<file path="src/rtl/mpm_pkg.sv">
package mpm_pkg;

    localparam int CountW  = 32;
    localparam int PeriodW = 16;

    localparam logic [2:0] PH_IDLE      = 3'd0;
    localparam logic [2:0] PH_SYNC_LOW  = 3'd1;
    localparam logic [2:0] PH_SYNC_HIGH = 3'd2;
    localparam logic [2:0] PH_MEAS_LOW  = 3'd3;
    localparam logic [2:0] PH_MEAS_HIGH = 3'd4;

    localparam logic KIND_START = 1'b0;
    localparam logic KIND_TICK  = 1'b1;

    localparam logic CFG_NUM_PERIODS = 1'b0;
    localparam logic CFG_TIMEOUT     = 1'b1;

    localparam logic [PeriodW-1:0] NUM_PERIODS_RESET = 16'd100;
    localparam logic [CountW-1:0]  TIMEOUT_RESET     = 32'd10000000;

    typedef struct packed {
        logic kind;
        logic pin_level;
    } item_t;

    typedef struct packed {
        logic [PeriodW-1:0] num_periods;
        logic [CountW-1:0]  timeout_ticks;
    } cfg_t;

endpackage

</file>
<file path="src/rtl/mpm_cfg.sv">
module mpm_cfg (
    input  logic                      clk,
    input  logic                      rst_n,
    input  logic                      cfg_valid,
    output logic                      cfg_ready,
    input  logic                      cfg_index,
    input  logic [mpm_pkg::CountW-1:0] cfg_data,
    output mpm_pkg::cfg_t             cfg
);

    logic [mpm_pkg::PeriodW-1:0] num_periods_reg;
    logic [mpm_pkg::CountW-1:0]  timeout_ticks_reg;

    assign cfg_ready = 1'b1;

    always_ff @(posedge clk or negedge rst_n)
    begin
        if (!rst_n)
        begin
            num_periods_reg   <= mpm_pkg::NUM_PERIODS_RESET;
            timeout_ticks_reg <= mpm_pkg::TIMEOUT_RESET;
        end
        else if (cfg_valid)
        begin
            case (cfg_index)
                mpm_pkg::CFG_NUM_PERIODS: num_periods_reg <= cfg_data[mpm_pkg::PeriodW-1:0];
                mpm_pkg::CFG_TIMEOUT:     timeout_ticks_reg <= cfg_data;
                default:                  ;
            endcase
        end
    end

    assign cfg.num_periods   = num_periods_reg;
    assign cfg.timeout_ticks = timeout_ticks_reg;

endmodule

</file>
<file path="src/rtl/mpm_in_stage.sv">
module mpm_in_stage (
    input  logic           clk,
    input  logic           rst_n,
    input  logic           in_valid,
    output logic           in_ready,
    input  logic           kind,
    input  logic           pin_level,
    input  logic           take,
    output logic           item_valid,
    output mpm_pkg::item_t item
);

    logic           valid_reg;
    mpm_pkg::item_t item_reg;

    assign in_ready = !valid_reg || take;

    always_ff @(posedge clk or negedge rst_n)
    begin
        if (!rst_n)
        begin
            valid_reg <= 1'b0;
        end
        else if (in_ready)
        begin
            valid_reg <= in_valid;
        end
    end

    always_ff @(posedge clk)
    begin
        if (in_valid && in_ready)
        begin
            item_reg.kind      <= kind;
            item_reg.pin_level <= pin_level;
        end
    end

    assign item_valid = valid_reg;
    assign item       = item_reg;

endmodule

</file>
<file path="src/rtl/mpm_core.sv">
module mpm_core (
    input  logic                       clk,
    input  logic                       rst_n,
    input  logic                       item_valid,
    input  mpm_pkg::item_t             item,
    output logic                       take,
    input  mpm_pkg::cfg_t              cfg,
    output logic                       out_valid,
    input  logic                       out_ready,
    output logic [mpm_pkg::CountW-1:0] period_count,
    output logic                       timed_out
);

    logic [2:0]                  phase_reg, phase_next;
    logic [mpm_pkg::CountW-1:0]  tick_counter_reg, tick_counter_next;
    logic [mpm_pkg::PeriodW-1:0] periods_done_reg, periods_done_next;
    logic                        out_valid_reg;
    logic [mpm_pkg::CountW-1:0]  period_count_reg;
    logic                        timed_out_reg;

    logic [mpm_pkg::CountW-1:0]  count_inc;
    logic [mpm_pkg::PeriodW-1:0] periods_inc;
    logic                        want_high;
    logic                        met;
    logic                        emit;
    logic [mpm_pkg::CountW-1:0]  emit_count;
    logic                        emit_flag;

    assign take = item_valid && (!out_valid_reg || out_ready);

    assign count_inc   = (tick_counter_reg == '1) ? tick_counter_reg
                                                  : tick_counter_reg + 1'b1;
    assign periods_inc = periods_done_reg + 1'b1;
    assign want_high   = (phase_reg == mpm_pkg::PH_SYNC_HIGH) ||
                         (phase_reg == mpm_pkg::PH_MEAS_HIGH);
    assign met         = want_high ? item.pin_level : !item.pin_level;

    always_comb
    begin
        phase_next        = phase_reg;
        tick_counter_next = tick_counter_reg;
        periods_done_next = periods_done_reg;
        emit              = 1'b0;
        emit_count        = '0;
        emit_flag         = 1'b0;
        if (take)
        begin
            if (item.kind == mpm_pkg::KIND_START)
            begin
                phase_next        = mpm_pkg::PH_SYNC_LOW;
                tick_counter_next = '0;
                periods_done_next = '0;
            end
            else
            begin
                case (phase_reg)
                    mpm_pkg::PH_SYNC_LOW,
                    mpm_pkg::PH_SYNC_HIGH,
                    mpm_pkg::PH_MEAS_LOW,
                    mpm_pkg::PH_MEAS_HIGH:
                    begin
                        tick_counter_next = count_inc;
                        if (!met)
                        begin
                            if (count_inc > cfg.timeout_ticks)
                            begin
                                emit       = 1'b1;
                                emit_flag  = 1'b1;
                                phase_next = mpm_pkg::PH_IDLE;
                            end
                        end
                        else
                        begin
                            case (phase_reg)
                                mpm_pkg::PH_SYNC_LOW:
                                begin
                                    tick_counter_next = '0;
                                    phase_next        = mpm_pkg::PH_SYNC_HIGH;
                                end
                                mpm_pkg::PH_SYNC_HIGH:
                                begin
                                    tick_counter_next = '0;
                                    periods_done_next = '0;
                                    phase_next        = mpm_pkg::PH_MEAS_LOW;
                                end
                                mpm_pkg::PH_MEAS_LOW:
                                begin
                                    phase_next = mpm_pkg::PH_MEAS_HIGH;
                                end
                                default:
                                begin
                                    periods_done_next = periods_inc;
                                    if ((periods_inc >= cfg.num_periods) ||
                                        (periods_inc == '0))
                                    begin
                                        emit       = 1'b1;
                                        emit_count = count_inc;
                                        phase_next = mpm_pkg::PH_IDLE;
                                    end
                                    else
                                    begin
                                        phase_next = mpm_pkg::PH_MEAS_LOW;
                                    end
                                end
                            endcase
                        end
                    end
                    default:
                    begin
                        phase_next = mpm_pkg::PH_IDLE;
                    end
                endcase
            end
        end
    end

    always_ff @(posedge clk or negedge rst_n)
    begin
        if (!rst_n)
        begin
            phase_reg        <= mpm_pkg::PH_IDLE;
            tick_counter_reg <= '0;
            periods_done_reg <= '0;
            out_valid_reg    <= 1'b0;
        end
        else
        begin
            phase_reg        <= phase_next;
            tick_counter_reg <= tick_counter_next;
            periods_done_reg <= periods_done_next;
            if (take && emit)
            begin
                out_valid_reg <= 1'b1;
            end
            else if (out_ready)
            begin
                out_valid_reg <= 1'b0;
            end
        end
    end

    always_ff @(posedge clk)
    begin
        if (take && emit)
        begin
            period_count_reg <= emit_count;
            timed_out_reg    <= emit_flag;
        end
    end

    assign out_valid    = out_valid_reg;
    assign period_count = period_count_reg;
    assign timed_out    = timed_out_reg;

    a_timeout_zero: assert property (@(posedge clk) disable iff (!rst_n)
        out_valid_reg && timed_out_reg |-> period_count_reg == '0)
        else $error("timeout result with nonzero count");

    a_emit_idle: assert property (@(posedge clk) disable iff (!rst_n)
        take && emit |=> phase_reg == mpm_pkg::PH_IDLE && out_valid_reg)
        else $error("result issued without returning to idle");

    a_start_arms: assert property (@(posedge clk) disable iff (!rst_n)
        take && item.kind == mpm_pkg::KIND_START |=>
        phase_reg == mpm_pkg::PH_SYNC_LOW && tick_counter_reg == '0 &&
        periods_done_reg == '0)
        else $error("start did not arm the meter");

    a_idle_silent: assert property (@(posedge clk) disable iff (!rst_n)
        take && phase_reg == mpm_pkg::PH_IDLE |-> !emit)
        else $error("result produced while idle");

    a_no_overwrite: assert property (@(posedge clk) disable iff (!rst_n)
        out_valid_reg && !out_ready |-> !take)
        else $error("item processed while result is stalled");

endmodule

</file>
<file path="src/rtl/multi_period_meter.sv">
// A result reaches the output after the tick transaction that completes the run:
// that transaction passes the input register, then the result is held in the result register.
// Throughput: one transaction per cycle while no result is stalled, set by the single-pass state update.
// An unaccepted result stalls input only while out_ready is low.
// Reset (rst_n low, asynchronous) returns the meter to idle, clears counters
// and loads num_periods = 100 and timeout_ticks = 10000000.
module multi_period_meter (
    input  logic                       clk,
    input  logic                       rst_n,
    input  logic                       in_valid,
    output logic                       in_ready,
    input  logic                       kind,
    input  logic                       pin_level,
    output logic                       out_valid,
    input  logic                       out_ready,
    output logic [mpm_pkg::CountW-1:0] period_count,
    output logic                       timed_out,
    input  logic                       cfg_valid,
    output logic                       cfg_ready,
    input  logic                       cfg_index,
    input  logic [mpm_pkg::CountW-1:0] cfg_data
);

    mpm_pkg::cfg_t  cfg;
    mpm_pkg::item_t item;
    logic           item_valid;
    logic           take;

    mpm_cfg u_cfg (
        .clk       (clk),
        .rst_n     (rst_n),
        .cfg_valid (cfg_valid),
        .cfg_ready (cfg_ready),
        .cfg_index (cfg_index),
        .cfg_data  (cfg_data),
        .cfg       (cfg)
    );

    mpm_in_stage u_in_stage (
        .clk        (clk),
        .rst_n      (rst_n),
        .in_valid   (in_valid),
        .in_ready   (in_ready),
        .kind       (kind),
        .pin_level  (pin_level),
        .take       (take),
        .item_valid (item_valid),
        .item       (item)
    );

    mpm_core u_core (
        .clk          (clk),
        .rst_n        (rst_n),
        .item_valid   (item_valid),
        .item         (item),
        .take         (take),
        .cfg          (cfg),
        .out_valid    (out_valid),
        .out_ready    (out_ready),
        .period_count (period_count),
        .timed_out    (timed_out)
    );

endmodule
</file>
<file path="config.mk">
export PLATFORM = sky130hd
export DESIGN_NAME = multi_period_meter
export DESIGN_NICKNAME = d
export VERILOG_FILES = /design/src/rtl/mpm_pkg.sv /design/src/rtl/mpm_cfg.sv /design/src/rtl/mpm_in_stage.sv /design/src/rtl/mpm_core.sv /design/src/rtl/multi_period_meter.sv
export SDC_FILE = /design/constraint.sdc
export NUM_CORES = 1
export LEC_CHECK = 0
export ABC_AREA = 0
export BUFFER_PORTS_ARGS = -buffer_cell sky130_fd_sc_hd__buf_2
export CORE_MARGIN = 8
export CORE_UTILIZATION = 35
export DETAILED_ROUTE_END_ITERATION = 6
export PLACE_DENSITY = 0.6
export SLEW_MARGIN = 25
export SYNTH_ARGS = -nofsm -noshare
export SYNTH_HDL_FRONTEND = slang
export SYNTH_SLANG_ARGS = --single-unit
</file>
<file path="constraint.sdc">
create_clock -name clk -period 6.45 [get_ports clk]
set_input_delay 1.29 -clock clk [delete_from_list [all_inputs] [get_ports clk]]
set_output_delay 1.29 -clock clk [all_outputs]
set_load 0.01 [all_outputs]
</file>
== After elaboration in Yosys (flattened, before gate mapping) ==
Index checks and enable logic that the tools add are counted.
W data, S select, Z words.

* Add/subtract/negate cells: 2
* Multiply operators: 0
* Divide/modulo/power cells: 0
* Order comparisons: 2
* Eq/ne operators: 9
* Shift-type cells: 0
* Mux-type cells: 25
* Bitwise gates (word level): 6
* Reductions and logical operators: 23

{| class="wikitable"
|+ Operators by type and width
! cell !! count
|-
| $mux W32 || 5
|-
| $mux W16 || 3
|-
| $add A32 B1 Y32 const B || 1
|-
| $eq A32 B32 Y1 const B || 1
|-
| $gt A32 B32 Y1 || 1
|-
| $pmux W16 S2 || 1
|-
| $add A16 B1 Y16 const B || 1
|-
| $ge A16 B16 Y1 || 1
|-
| $logic_not A16 Y1 || 1
|-
| $mux W3 || 4
|-
| $mux W1 || 10
|-
| $pmux W3 S3 || 1
|-
| $reduce_and A2 Y1 || 4
|-
| $reduce_or A4 Y1 || 2
|-
| $reduce_or A8 Y1 || 1
|-
| $eq A3 B2 Y1 const B || 2
|-
| $not A1 Y1 || 6
|-
| $logic_or A1 B1 Y1 || 4
|-
| $ne A2 B1 Y1 const B || 2
|-
| $ne A4 B2 Y1 const B || 1
|-
| $reduce_and A4 Y1 || 1
|-
| $reduce_or A2 Y1 || 2
|-
| $eq A3 B1 Y1 const B || 1
|-
| $eq A3 B3 Y1 const B || 1
|-
| other kinds (6) || 10
|}

* Bits in registers: 136
* Bits in latches: 0
* Memory bits (writable): 0
* ROM bits: 0
* Bits of input ports: 40
* Output and inout port bits: 36
* Logic and storage cells: 78
* Memories kept: 0

== Depth between registers and ports, before layout ==
Gate-level depths: netlist (run 1).

* Depth after elaboration: 11
* Depth in mapped cells: 18
* Gate-level depth less buffers: 15

== By module ==
Synthesis (run 1) repeated with hierarchy kept, for this count alone.

* Cell total of the unflattened synthesis: 800
* Area, all modules: 8141.6 um2

{| class="wikitable"
|+ Modules (own cells, without submodules)
! module !! times used !! cells an instance !! area each (um2)
|-
| mpm_core || 1 || 689 || 6179.7
|-
| mpm_cfg || 1 || 105 || 1848.0
|-
| mpm_in_stage || 1 || 6 || 113.9
|}

== Least setup slack after synthesis (run 1) ==
OpenSTA, ideal clock, no wires.

* Kind: reg2reg
* Start: register u_core.tick_counter_reg[4] (netlist name)
* End: register u_core.period_count_reg, in the netlist u_core.period_count[0] (enable)
* Arrival: 4.345 ns
* Data required time: 6.060 ns
* Setup slack: 1.714 ns
* Cell stages (with the launch flop): 19
* Buffers on the path: 4
* Clock period less this slack: 4.736 ns
* Path through: dfrtp_1 buf_6 and4_1 buf_2 and4_1 buf_6 and4b_4 buf_6 nor4b_2 xnor2_1 inv_1 ha_1 nand4_1 nor4_1 o21ai_0 a31oi_1 nor2_1 or4b_2 nand2_1

* Longest elaborated chain between the ends: 9

{| class="wikitable"
|+ Ends and longest elaborated chain
! item !! line !! source
|-
| start: declaration || mpm_core.sv:15 || <nowiki>logic [mpm_pkg::CountW-1:0] tick_counter_reg, tick_counter_next;</nowiki>
|-
| start signal: assignment || mpm_core.sv:129 || <nowiki>tick_counter_reg <= tick_counter_next;</nowiki>
|-
| $add A32 B1 Y32 / $eq A32 B32 Y1 (equally long branches) || mpm_core.sv:32, mpm_core.sv:31 ||
|-
| $mux W32 * || mpm_core.sv:31 || <nowiki>assign count_inc = (tick_counter_reg == '1) ? tick_counter_reg</nowiki>
|-
| net u_core.count_inc, one bit || mpm_core.sv:21 || <nowiki>logic [mpm_pkg::CountW-1:0] count_inc;</nowiki>
|-
| $gt A32 B32 Y1 * || mpm_core.sv:65 || <nowiki>if (count_inc > cfg.timeout_ticks)</nowiki>
|-
| $mux W1 * || mpm_core.sv:65 ||
|-
| $mux W1 * || mpm_core.sv:63 || <nowiki>if (!met)</nowiki>
|-
| $mux W1 * || mpm_core.sv:56 || <nowiki>case (phase_reg)</nowiki>
|-
| $mux W1 * || mpm_core.sv:48 || <nowiki>if (item.kind == mpm_pkg::KIND_START)</nowiki>
|-
| $mux W1 * || mpm_core.sv:46 || <nowiki>if (take)</nowiki>
|-
| $logic_and A1 B1 Y1 * || mpm_core.sv:144 || <nowiki>if (take && emit)</nowiki>
|-
| end signal: assignment || mpm_core.sv:146 || <nowiki>period_count_reg <= emit_count;</nowiki>
|-
| end: declaration || mpm_core.sv:18 || <nowiki>logic [mpm_pkg::CountW-1:0] period_count_reg;</nowiki>
|}

Mark *: on every way through the listed nets, which the timed path passes. The rest lies on a longest branch.
A chain may end at the register's enable or synchronous reset.

== Worst setup path after layout (run 1) ==
* Start: register u_core.tick_counter_reg[4] (netlist name)
* End: register u_core.period_count_reg, in the netlist u_core.period_count[11] (enable)

The elaborated chain is that of the path after synthesis.

==> metrics.md, run 1 <==
| Metric | Value |
|---|---|
| Startpoint types | register |
| Die width | 168 microns |
| First drt pass iteration count | 4 |
| Post-Syn Instances | roughly 820 |
| Setup bufs post-CTS | 0 |
| Post-synth EDFFs | 35 |
| Final core occ | 40.9% |
| # fillers | 2216 |
| Crit path max fanout | 33 |
| Status | finished, final reports clean |
| CTS sink cnt | 136 |
| Synth Area in Simple Gates | 19.4% |
| Ys flop type | dfrtp_1 |
| Synth Warn # | 0 |
| RSZ-0062 raised after global routing | false |
| Root buffer cell | clkbuf_16 |
| Vias in the first global route | just under 6000 |
| Mux share of post-synthesis cell area | 5.35% |
| Compound-cell area share of the yosys netlist | 12.1% |
| Worst EP required | about 6.5 ns |
| Crit. End Element | register |
| Setup Viol. Count Final | 0 |
| Layout area overhead | 14.3% |
| Post-synthesis net count | 913 |
| # rows | between 50 and 60 |
| Resize count post-CTS | 0 |
| Starting DRT DRC Count | roughly 350 |
| Leakage | about 4.4 nW |
| Placer Congestion | 0.828 |
| # hold bufs at CTS | 0 |
| Worst hold start | u_cfg.timeout_ticks_reg[5] |
| Least-Margin Pin Slew | approximately 0.75 ns |
| Final period util | 78.1% |
| Critical-path top delay cell | or4b_2 |
| Initial antenna violation count | 1 |
| Largest family of logic cells by synthesized area | simple AND/OR/NAND/NOR gates |
| Slew Viols, Final | 0 |
| TritonCTS buffer count | 17 |
| Top Ports | 76 |
| Share of layout cells above drive strength 1 | between 20% and 30% |
| Skew final | approximately 0.0082 ns |
| H-tree level count | 4 |
| Worst setup path start | u_core.tick_counter_reg[4] |
| Worst EP arrival | 5.10 ns |
| CP max stage delay | between 0.7 and 0.8 ns |
| Via count | roughly 6000 |
| Total gr overflow | 0 |
| First-pass GRT wire length | slightly above 30 mm |
| Hold Path Sink | u_cfg.timeout_ticks_reg[5] |
| Worst R2R Start | u_core.tick_counter_reg[4] |
| Routed len/inst | around 16 microns |
| Synth Area in Adders | 7.86% |
| Final nets | 969 |
| Pwr dens | 241 nW/um^2 |
| Die ar. | about 28000 sq um |
| Synth Cell Area | just over 8000 sq um |
| PortBufs | 74 |
| Final number of hold-violating endpoints | 0 |
| Clk pin slew, worst setup/hold paths | ~0.05 ns |
| N_diodes | 0 |
| Largest net degree at the start of global routing | 53 |
| Final wirelength | about 19 mm |
| Max-Cap Viols | 0 |
| Worst Hold Class | register to register |
| Synth Register Bits | 136 |
| Hpwl dp | 13.6 mm |
| Setup TNS | 0 ns |
| Relative slew margins | 49.3% |
| Netlist cell types | 67 |
| CTS tree | yes |
| Final min period | 5.04 ns |
| Maximum clock rate | 199 MHz |
| Mapped Avg Cell Area | 9.87 sq um |
| Starting Density | 35.7% |
| Flop-to-flop setup slack | 1.41 ns |
| Core area | 22700 sq um |
| Die Ht | around 170 microns |
| Register area share after synthesis | about 44% |
| CP Cell Sequence | and4_1 -> and3_1 -> nand2_1 -> o21a_1 -> and4_1 -> xor2_1 -> ha_1 -> nand4_1 -> nor4_1 -> o21ai_0 -> a31oi_1 -> nor2_1 -> or4b_2 -> nand2_1 -> buf_4 |
| R2R cell count | 15 |
| Async S/R FF share, synth | 74.3% |
| XOR/XNOR Fraction of Synth Area | 4.96% |
| DR vias/cell | 5.09 |
| Hold Path Stages | 1 |
| Number of remaining DRC errors | 0 |
| ANT nets after route | 0 |
| CP Class | register to register |
| Max IR drop VDD | 0.149 mV |
| Clock Tree Buf Depth | 2 |
| Total Routing Usage GR | 13.7% |
| RR Endpoint | u_core.period_count[11] |
| Clock latency on the worst-skew pair | 0.42 ns |
synthesized netlist by cell type (all sizes together), types with 2 or more instances:
library cell,count,area [sq um]
a2111oi,2,23.8
a31oi,7,43.8
xor2,24,210
and2b,4,30.0
nand2,95,357
o21ai,75,375
a211oi,2,15.0
buf,23,169
a21o,3,22.5
xnor2,22,193
nor2b,27,234
nor2,34,135
and4,14,125
edfxtp,35,1050
mux2,35,394
nor3b,3,22.5
a211o,4,35.0
nor3,9,45.0
mux2i,4,40.0
o31ai,13,97.6
nand4,17,113
and2,7,43.8
nand3,22,120
o22ai,4,25.0
or3b,2,20.0
a22o,6,52.6
inv,61,229
o21a,3,22.5
clkbuf,22,82.6
nor4,5,43.8
dfstp,11,289
ha,51,638
nor4b,2,23.8
nand3b,3,22.5
a21oi,32,160
nand2b,18,113
dfrtp,90,2250
and3,16,100
worst max-delay path by stage:
stage,to,slack (ns)
after global placement,u_core.period_count[15],1.51
final,u_core.period_count[11],1.41
after global routing,u_core.period_count[11],1.02
after floorplan,u_core.period_count[0],1.71
after CTS,u_core.period_count[15],1.37
after detailed placement,u_core.period_count[16],1.40
critical path, delay by kind of cell (launching register included):
kind | cells | cell delay [ns]
compound gates | 3 | 0.81
fa+ha+maj | 1 | 0.30
flops | 1 | 0.44
simple gates | 9 | 2.56
xor+xnor | 1 | 0.16
buf+inv | 1 | 0.39
metal layers:
layer	up-vias	global-route usage [%]	wire length, microns	share of wire, %
met5	-	0	12	0.064
li1	2990	-	-	-
met3	18	3.95	973	5.2
met1	2854	18.5	9070	48
met2	117	21.2	8500	45
met4	2	3.26	202	1.1
cell families (layout without fill, tap and decap cells):
| logic type | count (synthesis) | after routing |
|---|---|---|
| adder cells (fa/ha/maj) | 51 | 51 |
| multiplexers | 39 | 39 |
| XOR/XNOR | 46 | 46 |
| flip-flops | 136 | 136 |
| AND/OR/NAND/NOR | 281 | 281 |
| AO/OA/AOI/OAI | 162 | 162 |
| buffers and inverters | 106 | 175 |
| other | 1 | 1 |
final cells by class:
class | count | area (sq um) | area share (%)
Multi-Input combinational cell | 580 | 4040 | 43.6
Sequential cell | 136 | 3590 | 38.7
Clock buffer | 26 | 541 | 5.83
Timing Repair Buffer | 82 | 433 | 4.67
Tap cell | 285 | 357 | 3.84
Inverter | 61 | 229 | 2.47
Clock inverter | 6 | 85.1 | 0.917
report_power, final:
group / switching, mW / internal (mW)
Combinational: 0.141 / 0.106
Clock: 0.360 / 0.654
Sequential: 0.0379 / 0.939
Total: 0.539 / 1.70
metrics by stage:
step                      total power [mW]  setup slack (ns)  hold slack (ns)  std cells  cell area, sq um
final                                 2.24              1.41            0.503       1176              9280
after global routing                  2.35              1.02            0.513       1176              9280
after CTS                             2.27              1.37            0.508       1176              9280
after detailed placement              1.24              1.40            0.495       1144              8650
after global placement                1.24              1.51            0.489       1144              8650
after floorplan                       1.16              1.71            0.479        822              8120
placed cells by master, fill, tap and decap left out, drive strengths merged, types with 9 or more instances in the layout:
cell type	instances
nand2b	18
clkbuf	26
nor3	9
nor2b	27
xor2	24
inv	61
a21oi	32
dfstp	11
and3	16
edfxtp	35
buf	82
o21ai	75
nand3	22
nand2	95
dfrtp	90
mux2	35
xnor2	22
ha	51
o31ai	13
nand4	17
and4	14
nor2	34
No activity file was read; power rests on OpenSTA's default activity.
==> run 2, diff against run 1 <==
- clock period: 6.45 -> 4.8 ns (I/O delays scaled with it)
==> metrics.md, run 2 (synthesis results as in run 1) <==
| Metric | Value |
|---|---|
| Worst EP required | 4.92 ns |
| Most used cell, CP | nand2_1 |
| Final number of hold-violating endpoints | 0 |
| Power Internal | 2.24 mW |
| Worst R2R Start | u_core.tick_counter_reg[8] |
| Placer Congestion | 0.840 |
| Leading cell type in the layout, fill and taps excluded | nand2_1 |
| CTS tree | yes |
| Clock Tree Buf Depth | 2 |
| Logic pwr share | 11.3% |
| Clock latency on the worst-skew pair | 0.43 ns |
| Total Routing Usage GR | 14.1% |
| Critical-path top delay cell | or4b_2 |
| CP Class | register to register |
| Relative slew margins | 42.5% |
| Worst setup path start | u_core.tick_counter_reg[8] |
| Final instance area | between 9000 and 10000 sq um |
| Die ar. | 28300 sq um |
| Hpwl dp | 13.9 mm |
| Crit path max fanout | 12 |
| Multi-input combinational cell area | 4060 sq um |
| Root buffer cell | clkbuf_16 |
| Total gr overflow | 0 |
| Vias in the first global route | 6029 |
| Most frequent cells in the layout | 95 x nand2_1, 90 x dfrtp_1, 75 x o21ai_0 |
| CP max stage delay | 0.71 ns |
| Layout area overhead | 15.6% |
| Leakage | 4.42 nW |
| Number of remaining DRC errors | 0 |
| Clk pwr share | 44.5% |
| Crit. End Element | register |
| Skew final | ~0.02 ns |
| Worst EP arrival | 4.54 ns |
| DR vias/cell | roughly 5.0 |
| CP Cell Sequence | and4_1 -> and3_1 -> nand2_1 -> o21a_1 -> buf_4 -> nand3_1 -> xnor2_1 -> ha_1 -> nand2_1 -> o21ai_0 -> a2111oi_0 -> a31oi_1 -> nor2_1 -> or4b_2 -> nand2_1 -> buf_4 |
| Final min period | 4.43 ns |
| First drt pass iteration count | 5 |
| Clk pin slew, worst setup/hold paths | around 0.060 ns |
| Pwr dens | 317 nW/um^2 |
| Max IR drop VDD | ~0.18 mV |
| CTS sink cnt | 136 |
| Final period util | 92.2% |
| ANT nets after route | 0 |
| Area after detailed placement | a little under 9000 sq um |
| N_diodes | 0 |
| Final nets | approximately 980 |
| Reg power frac | ~44% |
| WP buf/inv | 2 |
| Sw power | 737 uW |
| Worst path top cell family by delay | simple AND/OR/NAND/NOR gates |
| Maximum clock rate | about 230 MHz |
| Slew Viols, Final | 0 |
| R2R cell count | 16 |
| Setup TNS | 0 ns |
| Worst Hold Class | register to register |
| Die Ht | 168 microns |
| Setup Viol. Count Final | 0 |
| Final wirelength | roughly 19 mm |
| Largest net degree at the start of global routing | 68 |
| First-pass GRT wire length | 31.8 mm |
| Reg area | 3590 sq um |
| Core area | around 23000 sq um |
| TritonCTS buffer count | 17 |
| Sw Ratio | 24.8% |
| # fillers | around 2200 |
| Starting Density | approximately 36% |
| Status | finished, final reports clean |
| RSZ-0062 raised after global routing | false |
| Least-Margin Pin Slew | 0.863 ns |
| PortBufs | 74 |
| Initial antenna violation count | 1 |
| Worst hold start | u_cfg.timeout_ticks_reg[14] |
| Hold Path Stages | 1 |
| Final core occ | ~41% |
| Share of layout cells above drive strength 1 | 23.0% |
| Critical path depth in cells | 16 |
| Die width | 168 microns |
| Starting DRT DRC Count | 284 |
| Startpoint types | register |
| H-tree level count | 4 |
| Resize count post-CTS | 0 |
| # rows | 55 |
| Setup bufs post-CTS | 0 |
| Top Ports | 76 |
| Max-Cap Viols | 0 |
| Via count | 5993 |
| # hold bufs at CTS | 0 |
| Routed len/inst | 16.1 microns |
[run 2: cell type report]
| type | count | share of cell area [%] |
|---|---|---|
| Multi-Input combinational cell | 580 | 43.3 |
| Clock inverter | 7 | 0.960 |
| Sequential cell | 136 | 38.3 |
| Tap cell | 285 | 3.80 |
| Clock buffer | 25 | 5.39 |
| Inverter | 61 | 2.44 |
| Timing Repair Buffer | 95 | 5.83 |
[run 2: final timing paths]
path	end	slack, ns
setup / recovery	u_core.period_count[11]	0.37
hold / removal	u_cfg.timeout_ticks_reg[14]	0.50
setup reg to reg	u_core.period_count[11]	0.37
hold reg to reg	u_cfg.timeout_ticks_reg[14]	0.50
max in group asynchronous	u_core.periods_done_reg[2]	3.13
min in group asynchronous	u_cfg.timeout_ticks_reg[18]	0.64
[run 2: per-layer routing]
metal,track usage [%],share of wire [%],up-vias
met5,0,0.052,-
met4,5.63,1.7,2
met3,4.14,6.3,22
met2,22.2,45,127
met1,17.8,47,2814
li1,-,-,3028
[run 2: power by group through the flow]
| stage | combinational, mW | clock (mW) | sequential, mW |
|---|---|---|---|
| floorplan | 0.247 | 0 | 1.31 |
| global placement | 0.331 | 0 | 1.33 |
| detailed placement | 0.336 | 0 | 1.33 |
| CTS | 0.341 | 1.37 | 1.31 |
| global route | 0.389 | 1.41 | 1.32 |
| finish | 0.337 | 1.32 | 1.31 |
[run 2: through the flow]
stage | total power [mW] | setup WS [ns] | hold WS, ns | std cells
after global placement | 1.66 | 0.321 | 0.490 | 1157
final | 2.97 | 0.373 | 0.503 | 1189
after CTS | 3.02 | 0.162 | 0.507 | 1189
after floorplan | 1.56 | 0.0641 | 0.479 | 822
after detailed placement | 1.67 | 0.170 | 0.494 | 1157
after global routing | 3.12 | 0.0138 | 0.525 | 1189
==> run 3, diff against run 2 <==
- SYNTH_HIERARCHICAL: unset -> 1
==> metrics.md, run 3 <==
| Metric | Value |
|---|---|
| Status | finished, final reports clean |
| Least-Margin Pin Slew | ~0.68 ns |
| N_diodes | 0 |
| Skew final | 0.00871 ns |
| Register area share after synthesis | 44.1% |
| Final core occ | 40.9% |
| Starting DRT DRC Count | approximately 390 |
| Placer Congestion | between 0.8 and 0.9 |
| Final nets | 968 |
| Number of remaining DRC errors | 0 |
| Async S/R FF share, synth | 74.3% |
| Mapped Avg Cell Area | around 10 sq um |
| Post-synth EDFFs | 35 |
| Clk pwr share | 46.5% |
| Worst Hold Class | register to register |
| Worst EP required | about 5.0 ns |
| Final wirelength | 18.8 mm |
| Synth area leader | dfrtp_1 |
| Routed len/inst | 15.9 microns |
| Starting Density | 35.2% |
| Sw Ratio | 25.0% |
| Initial antenna violation count | 0 |
| Tot Pwr | 3.03 mW |
| Worst setup path start | u_core/tick_counter_reg[3] |
| Root buffer cell | clkbuf_16 |
| H-tree level count | 4 |
| Setup WS pre-CTS | 0.291 ns |
| First drt pass iteration count | 5 |
| ANT nets after route | 0 |
| Core area | 23100 sq um |
| Die width | between 150 and 200 microns |
| Startpoint types | register |
| # hold bufs at CTS | 0 |
| Final period util | around 90% |
| Post-synthesis net count | approximately 890 |
| RR Endpoint | u_core/period_count[2] |
| R2R cell count | 15 |
| Vias in the first global route | 5914 |
| Most frequent cells in the layout | 99 x nand2_1, 90 x dfrtp_1, 73 x buf_2 |
| Worst R2R Start | u_core/tick_counter_reg[3] |
| CP Class | register to register |
| Pwr dens | 320 nW/um^2 |
| Final min period | approximately 4.4 ns |
| Crit. End Element | register |
| DR vias/cell | approximately 5.0 |
| Clock latency on the worst-skew pair | 0.42 ns |
| Reg power frac | 43.1% |
| Post-Syn Instances | 800 |
| CTS sink cnt | around 140 |
| Total gr overflow | 0 |
| Max-Cap Viols | 0 |
| Clock Tree Buf Depth | 2 |
| Via count | 5884 |
| Netlist cell types | 70 |
| Cell with the most instances after synthesis | nand2_1 |
| Sw power | 756 uW |
| Total Routing Usage GR | 13.7% |
| Worst EP arrival | 4.54 ns |
| Setup Viol. Count Final | 0 |
| Logic pwr share | 10.4% |
| Worst setup endpoint | u_core/period_count[2] |
| Ys flop type | dfrtp_1 |
| Fin worst setup slack | around 0.43 ns |
| Hold slack | slightly below 0.5 ns |
| Slew Viols, Final | 0 |
| # fillers | 2286 |
| Power Internal | roughly 2.3 mW |
| Leading cell type in the layout, fill and taps excluded | nand2_1 |
| First-pass GRT wire length | 31.2 mm |
| Synth Warn # | 6 |
| Synth Register Bits | 136 |
| Share of layout cells above drive strength 1 | 24.7% |
| Die Ht | 169 microns |
| Largest net degree at the start of global routing | 44 |
| Synth cell count leaders | 99 x nand2_1, 90 x dfrtp_1, 68 x inv_1 |
| Clk pin slew, worst setup/hold paths | 0.06 ns |
| Die ar. | approximately 28000 sq um |
| Top Ports | 76 |
| Yosys top cell area share | 27.7% |
| # rows | 56 |
| PortBufs | between 70 and 80 |
| CTS tree | yes |
| Setup TNS | 0 ns |
| Hpwl dp | approximately 14 mm |
| Largest cells by area after synthesis | dfrtp_1 28%, edfxtp_1 13%, ha_1 7.8% |
| Flop-to-flop setup slack | 0.43 ns |
| Maximum clock rate | between 200 and 250 MHz |
| Max IR drop VDD | between 0.2 and 0.25 mV |
| Leakage | 4.19 nW |
| Final number of hold-violating endpoints | 0 |
| Crit path max fanout | 27 |
| TritonCTS buffer count | 17 |
| Synth Cell Area | 8140 sq um |
| Relative slew margins | between 50% and 60% |
| Layout area overhead | 16.1% |
run 3: cell count changes after synthesis, moves of 7 or more:
cell	delta
nor2b_4	+18
nor2b_2	-17
o21ai_0	-17
nor2_1	+13
a21oi_1	-11
and4_1	-10
clkbuf_1	-10
mux2_4	+10
and3_1	-9
nand2b_1	-9
inv_1	+7
run 3: logic make-up (layout without fill, tap and decap cells):
kind of cell	Yosys count	count (layout)	synth area share (%)
other cells	1	1	0.0461
mux	52	52	7.62
compound gates	132	132	9.90
flops	136	136	44.1
simple gates	280	280	19.5
buf+inv	100	190	5.78
fa+ha+maj	51	51	7.84
xor+xnor	48	48	5.16
run 3: worst max-delay path, stage by stage, from the launching register on:
cell	delay [ns]
dfrtp_1	0.47
nand4_1	0.27
buf_4	0.23
nor4_4	0.29
nand3_1	0.31
nor4_1	0.48
xor2_1	0.18
ha_1	0.34
nand4_1	0.11
or2_2	0.34
nor3_1	0.46
nand2_1	0.09
nor4b_2	0.18
inv_1	0.09
nand2_1	0.10
buf_12	0.18
run 3: area by class of cell:
type                    instances  area [sq um]  share of cell area [%]
inverters                      68           255                    2.70
clock buffers                  17           425                    4.50
flip-flops and latches        136          3590                    38.0
multi-input cells             564          4110                    43.5
repair buffers                 90           505                    5.35
clock inverters                15           201                    2.13
well taps                     290           363                    3.84
run 3: stage by stage:
step	instance area (sq um)	std cells
after floorplan	8140	800
after global placement	8780	1146
after detailed placement	8790	1146
after CTS	9410	1178
after global routing	9450	1180
final	9450	1180
run 3: worst min-delay path by stage:
stage                                            from                          end  cells past startpoint
after global routing       u_cfg/timeout_ticks_reg[2]   u_cfg/timeout_ticks_reg[2]                      1
after detailed placement  u_cfg/timeout_ticks_reg[28]  u_cfg/timeout_ticks_reg[28]                      1
after CTS                 u_cfg/timeout_ticks_reg[28]  u_cfg/timeout_ticks_reg[28]                      1
after global placement    u_cfg/timeout_ticks_reg[28]  u_cfg/timeout_ticks_reg[28]                      1
after floorplan           u_cfg/timeout_ticks_reg[14]  u_cfg/timeout_ticks_reg[14]                      1
final                     u_cfg/timeout_ticks_reg[28]  u_cfg/timeout_ticks_reg[28]                      1
run 3: layer usage:
layer	up-vias	global-route usage, %	share of wire, %
li1	2923	-	-
met1	2843	19.0	50
met2	105	21.2	46
met3	13	2.89	3.5
met4	0	4.08	1.0
met5	-	0	0
run 3: repair_timing:
| item | 4_1_cts | 5_1_grt |
|---|---|---|
| endpoints found under the setup margin | 0 | 36 |
| buffers inserted | 0 | 2 |
| resized for setup | 0 | 5 |
run 3: power groups by stage:
stage	registers, mW	clock network, mW	logic, mW
after global placement	1.33	0	0.309
after CTS	1.31	1.44	0.319
final	1.30	1.41	0.314
after global routing	1.31	1.49	0.357
after detailed placement	1.33	0	0.316
after floorplan	1.31	0	0.224
